`src/rtl/core/imu_sfd_pkg.sv`:
```
`timescale 1ns / 1ps
`default_nettype none
// ----------------------------------------------------------------------------
// IMU serial frame decoder package
// Frame layout constants, field widths and per-word scale factors.
// ----------------------------------------------------------------------------
package imu_sfd_pkg;

	localparam int WORDS_PER_FRAME = 10;
	localparam int STORED_WORDS    = WORDS_PER_FRAME - 1;
	localparam int WORD_IDX_W      = $clog2(WORDS_PER_FRAME);
	localparam int BYTE_IDX_W      = 5;

	localparam logic [7:0]            SYNC_RESET = 8'hFF;
	localparam logic [16:0]           OFFSET_MID = 17'd32767;
	localparam logic [WORD_IDX_W-1:0] LAST_WORD  = WORD_IDX_W'(WORDS_PER_FRAME - 1);

	// Result field widths
	localparam int ACCEL_W = 14;
	localparam int RATE_W  = 18;
	localparam int ROLL_W  = 17;
	localparam int PITCH_W = 16;
	localparam int YAW_W   = 17;
	localparam int TEMP_W  = 16;
	localparam int SCALED_W = 18;

	localparam int RESULT_W   = 8 + 3 * ACCEL_W + 3 * RATE_W + ROLL_W + PITCH_W + YAW_W + TEMP_W;
	localparam int M_TDATA_W  = ((RESULT_W + 7) / 8) * 8;

	typedef enum logic [1:0] {
		PH_HUNT = 2'd0,
		PH_ID   = 2'd1,
		PH_DATA = 2'd2
	} phase_t;

	// Full-scale factor of each word in the frame
	function automatic logic [8:0] scale_of(input logic [WORD_IDX_W-1:0] w);
		logic [8:0] s;
		case (w)
			4'd0, 4'd1, 4'd2: s = 9'd20;
			4'd3, 4'd4, 4'd5: s = 9'd500;
			4'd6, 4'd8:       s = 9'd180;
			4'd7:             s = 9'd90;
			default:          s = 9'd100;
		endcase
		return s;
	endfunction

endpackage
`default_nettype wire

```
`src/rtl/core/imu_serial_frame_decoder_top.sv`:
```
`timescale 1ns / 1ps
`default_nettype none
// ----------------------------------------------------------------------------
// IMU serial frame decoder
// Byte stream in, one scaled sensor record out per complete frame.
// ----------------------------------------------------------------------------
// Feed received serial bytes on the slave stream, one transaction per byte.
// The block hunts for the sync marker (cfg register, reset 0xFF), takes the
// next byte as the sensor index, then collects ten big-endian 16-bit words.
// Each word is offset binary and is scaled to trunc((raw-32767)*S*256/32767),
// with S = 20 (accel x/y/z), 500 (rate roll/pitch/yaw), 180/90/180
// (angle roll/pitch/yaw) and 100 (temperature). One record appears on the
// master stream after the last data byte has been taken. It takes one byte
// per clock cycle unless held off; a record then passes the two-stage scaling
// pipe (a 16x9 multiply, then a reciprocal fold that divides by 32767) and the
// output register. Input is held off only while a finished record waits in
// the output register and the next record is ready to replace it.
// Write the marker only while the block is idle; a write mid-frame takes
// effect at the next hunt.
// ----------------------------------------------------------------------------
module imu_serial_frame_decoder_top
	import imu_sfd_pkg::*;
(
	input  wire logic                 clk,
	input  wire logic                 arst_n,
	// configuration
	input  wire logic                 cfg_wr_en,
	input  wire logic [7:0]           cfg_wr_data,
	// byte stream in
	input  wire logic                 s_tvalid,
	output logic                      s_tready,
	input  wire logic [7:0]           s_tdata,  // [7:0] rx_byte
	// record stream out
	output logic                      m_tvalid,
	input  wire logic                 m_tready,
	// [7:0] sensor_id, [21:8] accel_x, [35:22] accel_y, [49:36] accel_z,
	// [67:50] rate_roll, [85:68] rate_pitch, [103:86] rate_yaw,
	// [120:104] angle_roll, [136:121] angle_pitch, [153:137] angle_yaw,
	// [169:154] temperature, upper bits zero
	output logic [M_TDATA_W-1:0]      m_tdata
);

	// ------------------------------------------------------------------
	// Registers
	// ------------------------------------------------------------------
	logic [7:0]            sync_marker_q;
	phase_t                phase_q, phase_d;
	logic [BYTE_IDX_W-1:0] byte_index_q, byte_index_d;
	logic [7:0]            held_high_q, held_high_d;
	logic [7:0]            held_sensor_q, held_sensor_d;

	// stage 1: assembled word
	logic                  valid_s1;
	logic [15:0]           raw_s1;
	logic [WORD_IDX_W-1:0] word_s1;
	logic                  last_s1;
	logic [7:0]            sensor_s1;

	// stage 2: scaled magnitude before division
	logic                  valid_s2;
	logic [23:0]           prod_s2;
	logic                  neg_s2;
	logic [WORD_IDX_W-1:0] word_s2;
	logic                  last_s2;
	logic [7:0]            sensor_s2;

	// finished words of the current frame
	logic signed [SCALED_W-1:0] scaled_words_q [STORED_WORDS];

	logic                  m_tvalid_q;
	logic [M_TDATA_W-1:0]  m_tdata_q;

	// ------------------------------------------------------------------
	// Handshake
	// ------------------------------------------------------------------
	logic accept;
	logic stall;
	logic push;

	// Hold the pipe when a record is ready but the previous one is not taken
	assign stall    = valid_s2 && last_s2 && m_tvalid_q && !m_tready;
	assign s_tready = !stall;
	assign accept   = s_tvalid && s_tready;
	assign m_tvalid = m_tvalid_q;
	assign m_tdata  = m_tdata_q;

	always_ff @(posedge clk or negedge arst_n) begin
		if (!arst_n) begin
			sync_marker_q <= SYNC_RESET;
		end else if (cfg_wr_en) begin
			sync_marker_q <= cfg_wr_data;
		end
	end

	// ------------------------------------------------------------------
	// Frame parser: next state
	// ------------------------------------------------------------------
	always_comb begin
		phase_d       = phase_q;
		byte_index_d  = byte_index_q;
		held_high_d   = held_high_q;
		held_sensor_d = held_sensor_q;
		if (accept) begin
			unique case (phase_q)
				PH_ID: begin
					held_sensor_d = s_tdata;
					byte_index_d  = '0;
					phase_d       = PH_DATA;
				end
				PH_DATA: begin
					if (!byte_index_q[0]) begin
						held_high_d  = s_tdata;
						byte_index_d = byte_index_q + 1'b1;
					end else if (byte_index_q[BYTE_IDX_W-1:1] == LAST_WORD) begin
						// last data byte: back to hunting
						phase_d      = PH_HUNT;
						byte_index_d = '0;
					end else begin
						byte_index_d = byte_index_q + 1'b1;
					end
				end
				default: begin
					// hunting, and the unused code
					phase_d = (s_tdata == sync_marker_q) ? PH_ID : PH_HUNT;
				end
			endcase
		end
	end

	// Frame parser: outputs (a word is complete on its low byte)
	always_comb begin
		push = 1'b0;
		unique case (phase_q)
			PH_DATA: push = accept && byte_index_q[0];
			default: push = 1'b0;
		endcase
	end

	always_ff @(posedge clk or negedge arst_n) begin
		if (!arst_n) begin
			phase_q       <= PH_HUNT;
			byte_index_q  <= '0;
			held_high_q   <= '0;
			held_sensor_q <= '0;
		end else begin
			phase_q       <= phase_d;
			byte_index_q  <= byte_index_d;
			held_high_q   <= held_high_d;
			held_sensor_q <= held_sensor_d;
		end
	end

	// ------------------------------------------------------------------
	// Stage 1: assembled raw word
	// ------------------------------------------------------------------
	always_ff @(posedge clk or negedge arst_n) begin
		if (!arst_n) begin
			valid_s1 <= 1'b0;
		end else if (!stall) begin
			valid_s1 <= push;
		end
	end

	always_ff @(posedge clk) begin
		if (push) begin
			raw_s1    <= {held_high_q, s_tdata};
			word_s1   <= byte_index_q[BYTE_IDX_W-1:1];
			last_s1   <= (byte_index_q[BYTE_IDX_W-1:1] == LAST_WORD);
			sensor_s1 <= held_sensor_q;
		end
	end

	// Remove the offset, take the magnitude and multiply by the scale
	logic signed [16:0] diff_s1;
	logic [15:0]        mag_s1;
	logic [23:0]        prod_s1;

	always_comb begin
		diff_s1 = $signed({1'b0, raw_s1}) - $signed(OFFSET_MID);
		mag_s1  = diff_s1[16] ? 16'(-diff_s1) : diff_s1[15:0];
		prod_s1 = {8'd0, mag_s1} * {15'd0, scale_of(word_s1)};
	end

	// ------------------------------------------------------------------
	// Stage 2: divide by 32767 and restore the sign
	// ------------------------------------------------------------------
	always_ff @(posedge clk or negedge arst_n) begin
		if (!arst_n) begin
			valid_s2 <= 1'b0;
		end else if (!stall) begin
			valid_s2 <= valid_s1;
		end
	end

	always_ff @(posedge clk) begin
		if (valid_s1 && !stall) begin
			prod_s2   <= prod_s1;
			neg_s2    <= diff_s1[16];
			word_s2   <= word_s1;
			last_s2   <= last_s1;
			sensor_s2 <= sensor_s1;
		end
	end

	// 32767 = 2^15 - 1: fold the high part back onto the low part twice,
	// then one compare finishes the quotient.
	logic [31:0]                num_s2;
	logic [16:0]                q0_s2;
	logic [17:0]                fold1_s2;
	logic [2:0]                 q1_s2;
	logic [15:0]                fold2_s2;
	logic [16:0]                quot_s2;
	logic signed [SCALED_W-1:0] scaled_s2;

	always_comb begin
		num_s2    = {prod_s2, 8'd0};
		q0_s2     = num_s2[31:15];
		fold1_s2  = {1'b0, q0_s2} + {3'd0, num_s2[14:0]};
		q1_s2     = fold1_s2[17:15];
		fold2_s2  = {1'b0, fold1_s2[14:0]} + {13'd0, q1_s2};
		quot_s2   = q0_s2 + {14'd0, q1_s2}
		            + {16'd0, (fold2_s2 >= {1'b0, OFFSET_MID[14:0]})};
		scaled_s2 = neg_s2 ? -$signed({1'b0, quot_s2}) : $signed({1'b0, quot_s2});
	end

	// Hold finished words until the frame completes
	always_ff @(posedge clk) begin
		if (valid_s2 && !last_s2) begin
			scaled_words_q[word_s2] <= scaled_s2;
		end
	end

	// ------------------------------------------------------------------
	// Output register
	// ------------------------------------------------------------------
	logic load_out;
	assign load_out = valid_s2 && last_s2 && !stall;

	always_ff @(posedge clk or negedge arst_n) begin
		if (!arst_n) begin
			m_tvalid_q <= 1'b0;
		end else if (load_out) begin
			m_tvalid_q <= 1'b1;
		end else if (m_tready) begin
			m_tvalid_q <= 1'b0;
		end
	end

	always_ff @(posedge clk) begin
		if (load_out) begin
			m_tdata_q <= {
				(M_TDATA_W - RESULT_W)'(0),
				scaled_s2[TEMP_W-1:0],
				scaled_words_q[8][YAW_W-1:0],
				scaled_words_q[7][PITCH_W-1:0],
				scaled_words_q[6][ROLL_W-1:0],
				scaled_words_q[5][RATE_W-1:0],
				scaled_words_q[4][RATE_W-1:0],
				scaled_words_q[3][RATE_W-1:0],
				scaled_words_q[2][ACCEL_W-1:0],
				scaled_words_q[1][ACCEL_W-1:0],
				scaled_words_q[0][ACCEL_W-1:0],
				sensor_s2
			};
		end
	end

endmodule
`default_nettype wire
```
`config.mk`:
```
export PLATFORM = sky130hd
export DESIGN_NAME = imu_serial_frame_decoder_top
export DESIGN_NICKNAME = d
export VERILOG_FILES = /design/src/rtl/core/imu_sfd_pkg.sv /design/src/rtl/core/imu_serial_frame_decoder_top.sv
export SDC_FILE = /design/constraint.sdc
export NUM_CORES = 1
export LEC_CHECK = 0
export ABC_AREA = 1
export BUFFER_PORTS_ARGS = -buffer_cell sky130_fd_sc_hd__clkbuf_2
export CAP_MARGIN = 25
export CORE_AREA = 2 2 240 242
export CTS_BUF_LIST = sky130_fd_sc_hd__clkbuf_16
export DETAILED_ROUTE_END_ITERATION = 8
export DIE_AREA = 0 0 242 244
export GPL_ROUTABILITY_DRIVEN = 0
export GPL_TIMING_DRIVEN = 0
export SETUP_SLACK_MARGIN = 0.1
export SLEW_MARGIN = 20
export SYNTH_ARGS = -nofsm -noshare
export SYNTH_HDL_FRONTEND = slang
export SYNTH_SLANG_ARGS = --single-unit
```
`constraint.sdc`:
```
create_clock -name clk -period 20.1 [get_ports clk]
set_input_delay 2.01 -clock clk [delete_from_list [all_inputs] [get_ports clk]]
set_output_delay 2.01 -clock clk [all_outputs]
set_load 0.03 [all_outputs]
```
==> results.ini, run 1 <==
[run_status]
status=complete, no violations

[timing]
tns_ns=0
worst_slew_pin_slew_ns=0.958
fin_skew_ns=0.0187
finalSetupViolCount=0
finalCriticalPeriod_ns=6.60
relSlewSlack_pct=35.9
drv_slew=0
fin_crit_sh_pct=32.8
max_freq_mhz=151
rsz0062_at_grt=false
layout_setup_ws_ns=13.50
final-hold-violation-count=0

[global_route]
antenna_found_initial=0
grt_pass1_wl_um=62600
grtUsageTotal_pct=13.3
grt-ovfl-total=0
grt_max_degree=35
grt_pass1_vias=11700

[floorplanning]
dieArea_um2=59000
ios=199
std_cell_rows=87
initial_utilization_pct=34.9
fp.dieW_um=242
core_area_um2=56200
fp.dieH_um=244

[finish]
final_area_um2=23200
final_cell_mix=edfxtp_1, inv_1, nand2_1
drive_above_1_share_pct=19.7
syn_to_final_growth_pct=18.4
final_common_cell=edfxtp_1
n_antenna_cell=0
final_nets=1949
final_util_pct=41.3

[placement]
dpl.hpwl_um=29200
port-buffer-count=192
dpl_worst_slack_ns=13.52
dpl_cell_area_um2=21900

[setup_path]
critPathCaptureType=flip-flop
crit_fanout=10
cp.required_ns=20.31
cp_slowest_cell=xor2_1
cp-start-kind=flip-flop
slowest_delay_ns=0.77
critPathKind=flip-flop to flip-flop
crit_top_cell=nand2_1
cp.arrival_ns=6.81

[clock_tree]
cts_resized=0
numCtsBuffers=43
clk_pin_slew_ns=0.06
clock-sinks=423
postCtsSetupBuffers=0
clock_path_buffers=3
worstSkewPairLatency_ns=0.56
htreeDepth=2
cts_tree=yes
cts_hold_buf=0
cts_root_buf=clkbuf_16

[drt]
via_per_inst=4.49
drt_wl_total_um=38600
drc=0
firstDrtPassIters=5
drt_iter0_markers=718
avgRoutedWirePerCell_um=15.1
vias=11500
drtAntennaViolNets=0

[job]
cap_violations=0

[synth]
ys_warn_count=0
synth_area_um2=19600
synth_seq_cells=423
async_flop_share_pct=8.04
postSynthCellCount=1515
seq_area_frac_synth_pct=63.7
avgSynthCellArea_um2=12.9
ys_types=55
synthFlopType=edfxtp_1
synth-edff-count=382

[pwr]
power_leakage_uw=0.00949
vdd_drop_max_uv=57.0
p_per_area_nw_per_um2=76.9
report.power.total_uw=1780

[min_path]
hold_class=flip-flop to flip-flop

## sequential cells by signal (all words and copies together), names as in the netlist, 5 cells and up, named ones only
register	flops
byte_index_q	5
held_high_q	8
held_sensor_q	8
m_tdata	170
prod_s2	23
raw_s1	16
scaled_words_q	146
sensor_s1	8
sensor_s2	8
sync_marker_q	8
## stage by stage
stage                     instances  hold WS (ns)
after floorplan                1520         0.400
after global placement         2468         0.401
after detailed placement       2482         0.405
after CTS                      2557         0.413
after global routing           2557         0.418
final                          2557         0.410
## cell type report
type,count,area (µm²)
Fill cell,5210,33000
Sequential cell,423,12500
Multi-Input combinational cell,830,6170
Timing Repair Buffer,206,1230
Clock buffer,44,1100
Tap cell,756,946
Inverter,248,931
Clock inverter,31,246
Buffer,19,105
## where the power goes
part	switching, µW	internal (µW)	leakage, µW
sequential	11.0	969	0.00392
clock	321	438	0.000689
combinational	28.1	18.0	0.00488
total	360	1420	0.00949
## final timing paths
check / from / end / slack [ns] / depth (start not counted)
min in group asynchronous: arst_n / held_high_q[5] / 1.58 / 1
worst min register to register: sensor_s2[0] / m_tdata[0] / 0.41 / 0
worst min-delay path: sensor_s2[0] / m_tdata[0] / 0.41 / 0
worst max-delay path: prod_s2[16] / m_tdata[167] / 13.50 / 30
worst max register to register: prod_s2[16] / m_tdata[167] / 13.50 / 30
max in group asynchronous: arst_n / valid_s2 / 17.95 / 1
## routing by layer
layer | wire length, µm | up-vias | global-route usage (%)
li1 | - | 5556 | -
met1 | 17600 | 5556 | 17.7
met2 | 18200 | 319 | 22.2
met3 | 1880 | 61 | 2.41
met4 | 945 | 0 | 4.14
met5 | 0 | - | 0
## kinds of logic (layout without fill, tap and decap cells)
logic type | count (synthesis) | in the layout | synth area share, %
mux | 4 | 4 | 0.230
simple gates | 493 | 493 | 11.0
xor+xnor | 66 | 66 | 3.28
flops | 423 | 423 | 63.7
fa+ha+maj | 157 | 157 | 13.4
buf+inv | 267 | 548 | 5.29
compound gates | 104 | 104 | 3.14
other cells | 1 | 6 | 0.0191
## cells in the mapped netlist (3+ instances only)
master	count	share of area, %
edfxtp_1	382	59
inv_1	235	4.5
nand2_1	226	4.3
nor2_1	144	2.8
fa_1	88	9.0
ha_1	69	4.4
nand3_1	50	1.3
xor2_1	48	2.1
o21ai_0	42	1.1
a21oi_1	31	0.79
dfrtp_1	26	3.3
nand4_1	14	0.45
nor3_1	13	0.33
clkbuf_1	11	0.21
inv_2	11	0.21
xnor2_1	11	0.49
nand2_2	9	0.29
dfstp_2	8	1.1
buf_4	7	0.27
dfxtp_1	7	0.72
nor2_4	6	0.34
or2_2	6	0.19
xor2_2	6	0.50
nor2_2	5	0.16
mux2_2	4	0.23
o21bai_1	4	0.15
nand2_4	3	0.17
nand3_2	3	0.15
nand3b_1	3	0.11
nor4_1	3	0.096
o21a_1	3	0.11
o21ai_1	3	0.077
o22ai_1	3	0.096
o31ai_1	3	0.11
## critical path: cells and delay by family, from the launching register on
family	cells	cell delay (ns)
AO/OA/AOI/OAI	5	0.74
XOR/XNOR	3	1.23
adder cells (fa/ha/maj)	6	1.68
buffers and inverters	2	0.16
flip-flops	1	0.48
AND/OR/NAND/NOR	14	1.95
(Power assumes the default switching activity.)
==> inputs of run 2 (changes only) <==
Clock period 20.1 ns to 6.2 ns, I/O delays scaled along.
==> run 2 against run 1 <==
Against the previous run:
- fmax grew 13%
- clock power rose to 3.2 times the previous value
- final area rose by 2.8%
- highest routed layer unchanged
- cell count grew 1.4%
- power grew to 3.2 times the previous value
- clock-buffer cell count is 1 lower
- critical endpoint is now prod_s2[21]
- combinational power rose to 3.4 times the previous value
- largest power group unchanged
==> results.ini, run 2 (same netlist as run 1, synthesis figures left out) <==
[pwr]
swShare_pct=21.0
power_frac_seq_pct=55.3
p_per_area_nw_per_um2=241
p_switching_uw=1200
vdd_drop_max_uv=163
power_leakage_uw=0.00966
internal_power_uw=4530
power.share.combinational_pct=2.8
clkPwrFrac_pct=41.9

[clock_tree]
worstSkewPairLatency_ns=0.57
clock_path_buffers=3
cts_tree=yes
htreeDepth=2
cts_root_buf=clkbuf_16
numCtsBuffers=43
clk_pin_slew_ns=0.06
cts_hold_buf=0
clock-sinks=423

[timing]
fin_crit_sh_pct=94.4
max_freq_mhz=171
tns_ns=0
layout_setup_ws_ns=0.350
drv_slew=0
finalCriticalPeriod_ns=5.85
worst_slew_pin_slew_ns=0.905
relSlewSlack_pct=39.7
rsz0062_at_grt=true
final-hold-violation-count=0
finalSetupViolCount=0
fin_skew_ns=0.0212

[placement]
dpl.cell_count=2481
dpl_worst_slack_ns=-0.450
port-buffer-count=192
dpl_cell_area_um2=21800
dpl.hpwl_um=29100

[finish]
fill_cells=5165
final_cells=2594
n_antenna_cell=0
multi_input_area_um2=6590
syn_to_final_growth_pct=21.7
register_area_um2=12500
final_nets=1981
final_area_um2=23800
final_common_cell=edfxtp_1
final_cell_mix=edfxtp_1, inv_1, nand2_1
drive_above_1_share_pct=24.2
largest_reg_flops=170

[setup_path]
critPathKind=flip-flop to flip-flop
crit_buf_inv=4
cp.arrival_ns=6.16
cp-start-kind=flip-flop
crit_fanout=9
cp_slowest_cell=fa_1
crit_start=raw_s1[1]
r2r_cells=27
worstReg2RegStart=raw_s1[1]
critPathCaptureType=flip-flop
r2r_end=prod_s2[21]
cp.required_ns=6.51
reg2reg_setup_slack_ns=0.35
path_delay_family=adder cells
slowest_delay_ns=0.56

[drt]
via_per_inst=4.47
drc=0
drt_iter0_markers=743
drt_wl_total_um=39300
firstDrtPassIters=5
avgRoutedWirePerCell_um=15.1
vias=11600
drtAntennaViolNets=0

[floorplanning]
initial_utilization_pct=34.9
dieArea_um2=59000
ios=199
fp.dieW_um=242
fp.dieH_um=244
std_cell_rows=87
core_area_um2=56200

[min_path]
hold_class=primary input to async pin

[run_status]
status=complete, no violations

[global_route]
grt-ovfl-total=0
grt_pass1_vias=11600
grtUsageTotal_pct=13.4
antenna_found_initial=0
grt_pass1_wl_um=62500
grt_max_degree=35

[job]
cap_violations=0

## run 2: repair_timing
item                       in CTS  in global routing
pin swaps                       2                 29
setup endpoints to repair      18                140
setup buffers                   3                 30
gates resized for setup        13                 67
## run 2: metal layers
metal	routed length, µm	part of all wire, %	up-vias	GRT usage (%)
met5	0	0	-	0
met4	795	2.0	0	4.10
met3	2140	5.4	53	2.56
met2	18700	48	327	22.3
met1	17700	45	5599	17.8
li1	-	-	5613	-
## run 2: power groups by stage
stage | clock, µW | sequential [µW] | combinational (µW)
after detailed placement | 0 | 3240 | 151
final | 2400 | 3180 | 158
after floorplan | 0 | 3230 | 107
after CTS | 2480 | 3180 | 154
after global placement | 0 | 3230 | 145
after global routing | 2590 | 3180 | 183
## run 2: worst register-to-register path, stage by stage, from the launching register on
cell and delay [ns]:
edfxtp_1 0.45, ha_4 0.21, nand2_2 0.12, nor2_4 0.07, nand3_1 0.12, inv_1 0.08
a21oi_4 0.18, inv_4 0.10, or3_1 0.34, nand2_2 0.14, nor2_1 0.08, fa_1 0.57
inv_1 0.05, fa_1 0.47, fa_1 0.55, inv_1 0.06, fa_1 0.55, ha_4 0.33
nand2_1 0.07, nor2_1 0.13, nand2_1 0.09, o211ai_1 0.25, nand3_1 0.13, nand2_2 0.09
nand3_1 0.09, nor2_1 0.10, nor2_1 0.05, xor2_1 0.15
## run 2: stage by stage
step / power (µW) / utilization [%] / hold slack, ns
final: 5740 / 42.4 / 0.180
after global routing: 5950 / 42.4 / 0.241
after CTS: 5810 / 41.4 / 0.196
after detailed placement: 3390 / 38.8 / 0.405
after global placement: 3380 / 38.3 / 0.401
after floorplan: 3330 / - / 0.324
## run 2: worst max-delay path by stage
stage                       endpoint  slack (ns)  cells past startpoint
2_1_floorplan            prod_s2[21]        0.62                     27
3_3_place_gp             m_tdata[84]       -1.11                      3
4_1_cts                  prod_s2[21]        0.11                     27
6_report                 prod_s2[21]        0.35                     27
3_5_place_dp   scaled_words_q[2][13]       -0.45                     30
5_1_grt                  prod_s2[21]        0.03                     30
## run 2: cell type report
type	instances	share of cell area (%)
Timing Repair Buffer	238	6.09
Buffer	19	0.457
Tap cell	756	3.97
Clock buffer	43	4.51
Multi-Input combinational cell	830	27.7
Sequential cell	423	52.3
Inverter	248	3.92
Clock inverter	37	1.09
==> inputs of run 3 (changes only) <==
Settings changed: CORE_AREA 2 2 240 242 to 2 2 199 201, DIE_AREA 0 0 242 244 to 0 0 201 203, PLACE_DENSITY set to 0.8, REMOVE_ABC_BUFFERS set to 1.
==> run 3 against run 2 <==
Against the previous run:
- hold slack improved by 0.017 ns
- sequential power barely moved
- wire length rose by 2.0%
- non-clock buffer count fell by 25
- critical endpoint unchanged
==> results.ini, run 3 (same netlist as run 1, synthesis figures left out) <==
[drt]
drt_iter0_markers=1062
drtAntennaViolNets=0
drt_wl_total_um=40100
vias=11900
firstDrtPassIters=7
drc=0
via_per_inst=5.12
avgRoutedWirePerCell_um=17.3

[timing]
finalCriticalPeriod_ns=5.98
worst_slew_pin_slew_ns=0.855
rsz0062_at_grt=true
max_freq_mhz=167
drv_slew=0
fin_crit_sh_pct=96.4
final-hold-violation-count=0
fin_skew_ns=0.0157
relSlewSlack_pct=43.0
finalSetupViolCount=0

[finish]
syn_to_final_growth_pct=18.6
final_nets=1952
final_util_pct=60.4
final_cells=2322
largest_reg_flops=170
final_common_cell=edfxtp_1
fill_cells=2786
final_cell_mix=edfxtp_1, inv_1, nand2_1
n_antenna_cell=0
register_area_um2=12500
drive_above_1_share_pct=23.2
multi_input_area_um2=6530

[floorplanning]
initial_utilization_pct=50.9
dieArea_um2=40800
fp.dieH_um=203
std_cell_rows=72
fp.dieW_um=201
ios=199
core_area_um2=38500

[min_path]
hold_class=primary input to async pin

[clock_tree]
cts_root_buf=clkbuf_16
numCtsBuffers=39
worstSkewPairLatency_ns=0.54
clk_pin_slew_ns=0.06
cts_tree=yes
clock_path_buffers=3
cts_hold_buf=0
htreeDepth=2
clock-sinks=423

[setup_path]
cp-start-kind=flip-flop
slowest_delay_ns=0.54
critPathKind=flip-flop to flip-flop
crit_top_cell=fa_1
cp.arrival_ns=6.25
cp.required_ns=6.47
crit_fanout=9
critPathCaptureType=flip-flop
cp_slowest_cell=fa_1

[pwr]
internal_power_uw=4510
power.share.combinational_pct=2.7
power_leakage_uw=0.00952
power_frac_seq_pct=56.2
p_per_area_nw_per_um2=243
swShare_pct=20.3
vdd_drop_max_uv=195
clkPwrFrac_pct=41.1
p_switching_uw=1150

[placement]
port-buffer-count=192
dpl.hpwl_um=27100
dpl.cell_count=2223

[run_status]
status=complete, no violations

[job]
cap_violations=0

[global_route]
grt-ovfl-total=0
grt_pass1_wl_um=62300
grt_max_degree=35
grt_pass1_vias=11800
antenna_found_initial=0
grtUsageTotal_pct=19.5

-- run 3: changes by cell type in the layout (fill, tap and decap cells not counted), moves of 3 or more --
cell,change
xor2_4,-3
ha_1,+3
buf_12,-4
nor2_1,+4
clkinv_2,-3
clkbuf_16,-3
xor2_2,+3
clkbuf_1,-11
o21ai_1,-3
ha_2,-3
buf_4,-15
nor2_4,-3
-- run 3: power by group through the flow --
stage / clock network [µW] / logic (µW) / registers, µW
3_5_place_dp: 0 / 144 / 3240
4_1_cts: 2370 / 147 / 3180
5_1_grt: 2480 / 175 / 3180
6_report: 2330 / 152 / 3180
2_1_floorplan: 0 / 103 / 3230
3_3_place_gp: 0 / 137 / 3230
-- run 3: final timing paths --
kind | startpoint | end | slack [ns] | cells after the start
max | raw_s1[0] | prod_s2[21] | 0.22 | 28
min | arst_n | held_sensor_q[6] | 0.20 | 1
max reg2reg | raw_s1[0] | prod_s2[21] | 0.22 | 28
min reg2reg | scaled_words_q[4][0] | m_tdata[68] | 0.41 | 0
max in group asynchronous | arst_n | byte_index_q[3] | 5.47 | 1
min in group clk | s_tdata[7] | raw_s1[7] | 0.29 | 1
-- run 3: timing repair --
action	in CTS	in global routing
setup endpoints to repair	63	122
buffers inserted	8	19
pin swaps	3	21
resized for setup	14	60
-- run 3: stage by stage --
| stage | TNS [ns] | worst slack [ns] | cell area (µm²) | power (µW) | hold WS [ns] |
|---|---|---|---|---|---|
| 6_report | 0 | 0.224 | 23200 | 5660 | 0.197 |
| 5_1_grt | -0.408 | -0.0560 | 23200 | 5840 | 0.253 |
| 4_1_cts | 0 | 0.132 | 22800 | 5690 | 0.211 |
| 3_5_place_dp | -11.39 | -0.943 | 21400 | 3380 | 0.405 |
| 3_3_place_gp | -764.57 | -4.48 | 21100 | 3370 | 0.400 |
| 2_1_floorplan | -390.92 | -2.30 | 19500 | 3330 | 0.324 |
-- run 3: area by class of cell --
| class | instances | area share [%] |
|---|---|---|
| Timing Repair Buffer | 232 | 6.03 |
| Multi-Input combinational cell | 830 | 28.1 |
| Clock inverter | 31 | 1.07 |
| Sequential cell | 423 | 53.7 |
| Clock buffer | 40 | 4.31 |
| Inverter | 248 | 4.02 |
| Tap cell | 518 | 2.79 |
-- run 3: per-layer routing --
layer	GRT usage, %	vias up	part of all wire (%)
met3	2.95	68	5.5
met1	24.7	5803	41
met5	0	-	0
met4	5.13	0	2.1
met2	35.3	465	52
li1	-	5543	-
-- run 3: critical path: cells and delay by family (launching register included) --
kind | cells | cell delay (ns)
buffers and inverters | 5 | 0.46
xor gates and xnor gates | 2 | 0.39
DFF | 1 | 0.45
and+or+nand+nor | 11 | 0.98
adders and majority gates | 6 | 2.60
AOI/OAI and AO/OA | 4 | 0.83
